File: src/hdl/elcs_pkg.sv
// shared types and constants for the edge length cdf sampler
package elcs_pkg;

  localparam int MaxEdgesDefault  = 1024;
  localparam int CoordBitsDefault = 24;
  localparam int FieldBits = 24;
  localparam int LenBits   = 25;
  localparam int TotBits   = 35;
  localparam int IdxBits   = 10;
  localparam int DrawBits  = 16;
  localparam int SqBits    = 50;

  localparam logic [1:0] ActNew    = 2'd0;
  localparam logic [1:0] ActAppend = 2'd1;
  localparam logic [1:0] ActSample = 2'd2;

  localparam logic [1:0] StOk    = 2'd0;
  localparam logic [1:0] StFull  = 2'd1;
  localparam logic [1:0] StEmpty = 2'd2;

  typedef enum logic [3:0] {
    S_IDLE, S_SQ, S_SUM, S_ROOT, S_STORE, S_PROD, S_SRCH, S_WAITRD, S_FETCH, S_FINAL, S_OUT
  } elcs_state_t;

  typedef struct packed {
    logic load_in;
    logic sq_step;
    logic sq_sum;
    logic root_init;
    logic root_step;
    logic store;
    logic prod;
    logic srch_init;
    logic srch_rd;
    logic srch_upd;
    logic fetch;
    logic fin_load;
    logic fin_sample;
    logic fin_misc;
  } elcs_cmd_t;

  typedef struct packed {
    logic [1:0] action;
    logic       full;
    logic       empty;
    logic       root_done;
    logic       srch_done;
  } elcs_sts_t;

endpackage

File: src/hdl/elcs_ctrl.sv
// controller state machine for the edge length cdf sampler
module elcs_ctrl import elcs_pkg::*; (
  input  logic      clk,
  input  logic      rst_n,
  input  logic      in_valid,
  output logic      in_ready,
  output logic      out_valid,
  input  logic      out_ready,
  input  elcs_sts_t sts,
  output elcs_cmd_t cmd
);

  elcs_state_t state_r, state_nxt;

  always_ff @(posedge clk) begin
    if (!rst_n) state_r <= S_IDLE;
    else        state_r <= state_nxt;
  end

  always_comb begin
    state_nxt = state_r;
    unique case (state_r)
      S_IDLE:  if (in_valid) state_nxt = S_SQ;
      S_SQ: begin
        priority if (sts.action == ActSample) state_nxt = sts.empty ? S_FINAL : S_PROD;
        else if (sts.action == ActNew || sts.action == ActAppend)
          state_nxt = sts.full ? S_FINAL : S_SUM;
        else state_nxt = S_FINAL;
      end
      S_SUM:   state_nxt = S_ROOT;
      S_ROOT:  if (sts.root_done) state_nxt = S_STORE;
      S_STORE: state_nxt = S_OUT;
      S_PROD:  state_nxt = S_SRCH;
      S_SRCH:  state_nxt = sts.srch_done ? S_FETCH : S_WAITRD;
      S_WAITRD: state_nxt = S_SRCH;
      S_FETCH: state_nxt = S_FINAL;
      S_FINAL: state_nxt = S_OUT;
      S_OUT:   if (out_ready) state_nxt = S_IDLE;
      default: state_nxt = S_IDLE;
    endcase
  end

  always_comb begin
    cmd = '0;
    in_ready = 1'b0;
    out_valid = 1'b0;
    unique case (state_r)
      S_IDLE: begin
        in_ready = 1'b1;
        cmd.load_in = in_valid;
      end
      S_SQ: begin
        cmd.sq_step = 1'b1;
      end
      S_SUM:  begin
        cmd.sq_sum = 1'b1;
        cmd.root_init = 1'b1;
      end
      S_ROOT:   cmd.root_step = 1'b1;
      S_STORE:  cmd.store = 1'b1;
      S_PROD: begin
        cmd.prod = 1'b1;
        cmd.srch_init = 1'b1;
      end
      S_SRCH:   cmd.srch_rd = !sts.srch_done;
      S_WAITRD: cmd.srch_upd = 1'b1;
      S_FETCH:  cmd.fetch = 1'b1;
      S_FINAL: begin
        priority if (sts.action == ActSample) cmd.fin_sample = 1'b1;
        else if ((sts.action == ActNew || sts.action == ActAppend) && sts.full)
          cmd.fin_load = 1'b1;
        else cmd.fin_misc = 1'b1;
      end
      S_OUT:    out_valid = 1'b1;
      default: ;
    endcase
  end

endmodule

File: config.mk
export PLATFORM = sky130hd
export DESIGN_NAME = elcs_ctrl
export DESIGN_NICKNAME = d
export VERILOG_FILES = /design/src/hdl/elcs_pkg.sv /design/src/hdl/elcs_ctrl.sv
export SDC_FILE = /design/constraint.sdc
export NUM_CORES = 1
export LEC_CHECK = 0
export ABC_AREA = 0
export BUFFER_PORTS_ARGS = -buffer_cell sky130_fd_sc_hd__buf_2
export CAP_MARGIN = 20
export CORE_UTILIZATION = 39
export CTS_BUF_LIST = sky130_fd_sc_hd__clkbuf_16
export DETAILED_ROUTE_END_ITERATION = 16
export PLACE_DENSITY = 0.73
export SLEW_MARGIN = 5
export SYNTH_ARGS = -nofsm -noshare
export SYNTH_HDL_FRONTEND = slang
export SYNTH_SLANG_ARGS = --single-unit
File: constraint.sdc
create_clock -name clk -period 1.2 [get_ports clk]
set_clock_uncertainty 0.1 [all_clocks]
set_input_delay 0.06 -clock clk [delete_from_list [all_inputs] [get_ports clk]]
set_output_delay 0.06 -clock clk [all_outputs]
set_load 0.02 [all_outputs]
==> results.md, run 1 <==
* Post-synth EDFFs at 0
* Detailed placement HPWL at roughly 1300 um
* Post-synth top cells: nor3_1, nor2b_1, o21ai_0, dfxtp_1, nor2_1
* Stop stage: clock tree synthesis
* CTS sink count at 4
* Initial core utilization at roughly 45%
* Die Width at ~39 um
* GP Congestion at just over 0.8
* Err: [ERROR DPL-0033] detailed placement checks failed during check placement.
* CTS root buf: clkbuf_16
* # resized after CTS at just over 50
* CTS HTree Levels at 1
* Mapped Cells at 67
* Syn avg cell area at a little under 8 um^2
* Post-synth top area cell: dfxtp_1
* Post-CTS Setup Bufs at 13
* PortBufs at 25
* Hold buffers post-CTS at 0
* Post-Syn Nets at between 70 and 80
* Die Ht at between 30 and 40 um
* Ys flop type: dfxtp_1
* IO Pins at 26
* Register area share after synthesis at between 10% and 20%
* Post-synth design cell area at 521.8 um^2
* Most frequent cell after synthesis: nor3_1
* Status: stopped before the end
* Area share of the largest cell type after synthesis at 15.35%
* CTS Buf Count at 3
* Yosys reg bits at 4
* Synth unique cells at 34
* Ys Warns at 0
* FFs w/ async S/R, synth at 0%
* Site row count at 12
* CTS max path bufs at 2
* Synth top area cells: dfxtp_1, nor3_1, buf_6, nor2b_1, o21ai_0
==> through the flow <==
step / hold slack, ns / cell area, um^2 / cells / util [%] / worst slack (ns)
after detailed placement: 0.2299 / 844.6 / 116 / 72.12 / -0.2025
after floorplan: 0.05618 / 629.4 / 67 / - / -0.1594
after global placement: 0.2207 / 844.6 / 116 / 72.12 / -0.1436
==> kinds of logic after synthesis <==
group / share of synthesized area (%)
buffers and inverters: 15.10
and+or+nand+nor: 46.52
AOI/OAI and AO/OA: 23.02
DFF: 15.35
==> inputs of run 2 (changes only) <==
--- a/config.mk
+++ b/config.mk
@@ -8,10 +8,10 @@
 export ABC_AREA = 0
 export BUFFER_PORTS_ARGS = -buffer_cell sky130_fd_sc_hd__buf_2
 export CAP_MARGIN = 20
-export CORE_UTILIZATION = 39
-export CTS_BUF_LIST = sky130_fd_sc_hd__clkbuf_16
+export CORE_AREA = 2 2 63 65
 export DETAILED_ROUTE_END_ITERATION = 16
-export PLACE_DENSITY = 0.73
+export DIE_AREA = 0 0 65 67
+export PLACE_DENSITY_LB_ADDON = 0.15
 export SLEW_MARGIN = 5
 export SYNTH_ARGS = -nofsm -noshare
 export SYNTH_HDL_FRONTEND = slang
==> constraint.sdc (replaced) <==
create_clock -name clk -period 1.56 [get_ports clk]
set_clock_uncertainty 0.1 [all_clocks]
set_input_delay 0.078 -clock clk [delete_from_list [all_inputs] [get_ports clk]]
set_output_delay 0.078 -clock clk [all_outputs]
set_load 0.02 [all_outputs]
==> results.md, run 2 <==
* CP Max Fanout at 14
* Most common cell after layout, fill and taps aside: buf_2
* Most frequent cell after synthesis: nor3_1
* Switch share at 44.03%
* Post-route antenna net violation count at 0
* IO Pins at 26
* Critical path startpoint category: register
* Power per cell area at roughly 1400 mW/mm^2
* Initial antenna violation count at 0
* Mapped Cells at 67
* Register area share after synthesis at between 15 and 20%
* Final-stage net count at about 110
* PortBufs at 25
* Worst-Skew Late Latency at about 0.21 ns
* Site row count at 22
* CTS sink count at 4
* Min Tclk post-route at about 1.5 ns
* Internal at 0.5875 mW
* Residual DRC at 0
* Final count of hold timing violations at 0
* Vias per inst at 4.035
* Post-synth top cells: nor3_1, nor2b_1, o21ai_0, dfxtp_1, nor2_1
* Vias in the first global route at between 500 and 600
* Antenna cell count at 0
* Peak supply drop at around 0.31 mV
* CTS root buf: clkbuf_8
* Post-Syn Nets at 77
* WP data arrival at ~1.3 ns
* Finish-stage setup viols at 0
* Area share of the largest cell type after synthesis at between 10% and 20%
* Synth unique cells at 34
* Clock-pin slew on the worst setup and hold paths at about 0.030 ns
* Sequential power share at approximately a quarter
* Critical Path Sink Type: output pin
* Crit path largest cell delay at a little under 0.5 ns
* Slowest stage cell, crit path: dfxtp_2
* FFs w/ async S/R, synth at 0%
* CTS Buf Count at 3
* Critical-path cell list: buf_4 -> nor4b_1 -> buf_2
* Status: completed
* Post-synth EDFFs at 0
* First-pass GRT wire length at between 2000 and 2500 um
* Largest register FFs at 4
* Min-delay worst type: in2reg
* Post-CTS Setup Bufs at 0
* Routed length per instance at roughly 11 um
* Post-synth design cell area at 521.8 um^2
* CTS max path bufs at 2
* Ys flop type: dfxtp_1
* Pin count of the biggest net entering global routing at 15
* Share of cells above drive strength 1 at 51.61%
* DR pass1 iterations at 4
* Ys Warns at 0
* Die Ht at about 67 um
* Fmax achieved at between 600 and 700 MHz
* Remaining global-route overflow at 0
* Fin. max-slew vios at 0
* Routed vias at about 570
* GP Congestion at slightly below 0.7
* Combinational share of power at 54.8%
* Synth top area cells: dfxtp_1, nor3_1, buf_6, nor2b_1, o21ai_0
* Final Power at between 1 and 1.5 mW
* Max transition margin at between 70 and 80%
* Commonest non-fill, non-tap cells in the layout: buf_2, buf_4, nor3_1, nor2b_1, o21ai_0
* CTS HTree Levels at 1
* Largest registers: state_r x4
* Die ar. at between 0.004 and 0.005 mm^2
* DR iter-0 viols at 29
* Dpl cells at 138
* Net Sw Power at ~0.46 mW
* Max capacitance violation total at 0
* Required @ worst endpoint at 1.38 ns
* Yosys reg bits at 4
* Die Width at about 65 um
* Initial core utilization at between 10% and 20%
* Clock power share at 20.1%
* Kind of critical path: reg2out
* Post-synth top area cell: dfxtp_1
* Hold buffers post-CTS at 0
* Syn avg cell area at roughly 7.8 um^2
* Slew of the pin with the lowest slew margin at roughly 0.30 ns
* Total routed wirelength at around 1500 um
* Area of the core at between 0.003 and 0.004 mm^2
* Final Non-Filler Cells at 141
* RSZ-0062 raised after global routing: yes
* TritonCTS clock tree: built
* Final period utilization at around 96%
* Total Routing Usage GR at just over 7%
* Reg with most FFs: state_r
* Worst path buffer plus inverter count at 2
* Area Overhead vs Synth at 43.89%
* Top delay family on crit path: flip-flops
* Detailed placement HPWL at 1191 um
* Leak Pwr at about 0.34 nW
## run 2: cell counts after synthesis
No cell type changed its count.
## run 2: cell families (layout without fill, tap and decap cells)
logic type	Yosys count	count (layout)	synth area share [%]
compound gates	18	18	23.02
buf+inv	10	36	15.10
flops	4	4	15.35
simple gates	35	35	46.52
## run 2: area by class of cell
cell class | instances | area [um^2]
sequential | 4 | 90.09
fill | 413 | 2855
timing repair buffer | 31 | 170.2
inverter | 2 | 7.507
tap | 48 | 60.06
clock buffer | 3 | 41.29
multi-input combinational | 53 | 381.6
## run 2: power groups by stage
stage                     Sequential, mW  Combinational, mW  Clock [mW]
after floorplan                    0.160              0.506           0
after global placement             0.239              0.574           0
after detailed placement           0.237              0.568           0
after CTS                          0.241              0.569       0.218
after global routing               0.275              0.634       0.230
final                              0.263              0.575       0.211
## run 2: what timing repair did
item,in CTS,in global routing
setup endpoints to repair,13,11
gates resized for setup,3,4
pin swaps,0,0
## run 2: per-stage QoR
step / area (um^2) / hold WS, ns / utilization [%] / setup slack, ns / TNS [ns]
3_3_place_gp: 690.7 / 0.2596 / 19.15 / 0.07045 / 0
2_1_floorplan: 531.8 / 0.1062 / - / 0.0009540 / 0
3_5_place_dp: 690.7 / 0.2606 / 19.15 / 0.1079 / 0
4_1_cts: 735.7 / 0.02803 / 20.40 / 0.004967 / 0
6_report: 750.7 / 0.03197 / 20.82 / 0.05763 / 0
5_1_grt: 750.7 / 0.04400 / 20.82 / -0.01174 / -0.01174
## run 2: final timing paths
kind / endpoint / cells after the start / slack [ns] / from
worst min-delay path: state_r[0]$_SDFFE_PN0P_ / 2 / 0.03 / rst_n
worst max register to register: state_r[0]$_SDFFE_PN0P_ / 3 / 0.22 / state_r[3]$_SDFFE_PN0P_
worst max-delay path: cmd[3] / 3 / 0.06 / state_r[3]$_SDFFE_PN0P_
worst min register to register: state_r[2]$_SDFFE_PN0P_ / 2 / 0.51 / state_r[1]$_SDFFE_PN0P_
## run 2: per-layer routing
layer | vias up | track usage, % | part of all wire, %
li1 | 293 | - | -
met1 | 261 | 9.328 | 49
met2 | 15 | 11.21 | 45
met3 | 0 | 2.027 | 5.6
met4 | 0 | 3.191 | 0
met5 | - | 0 | 0
Power figures use the tool's default switching activity.
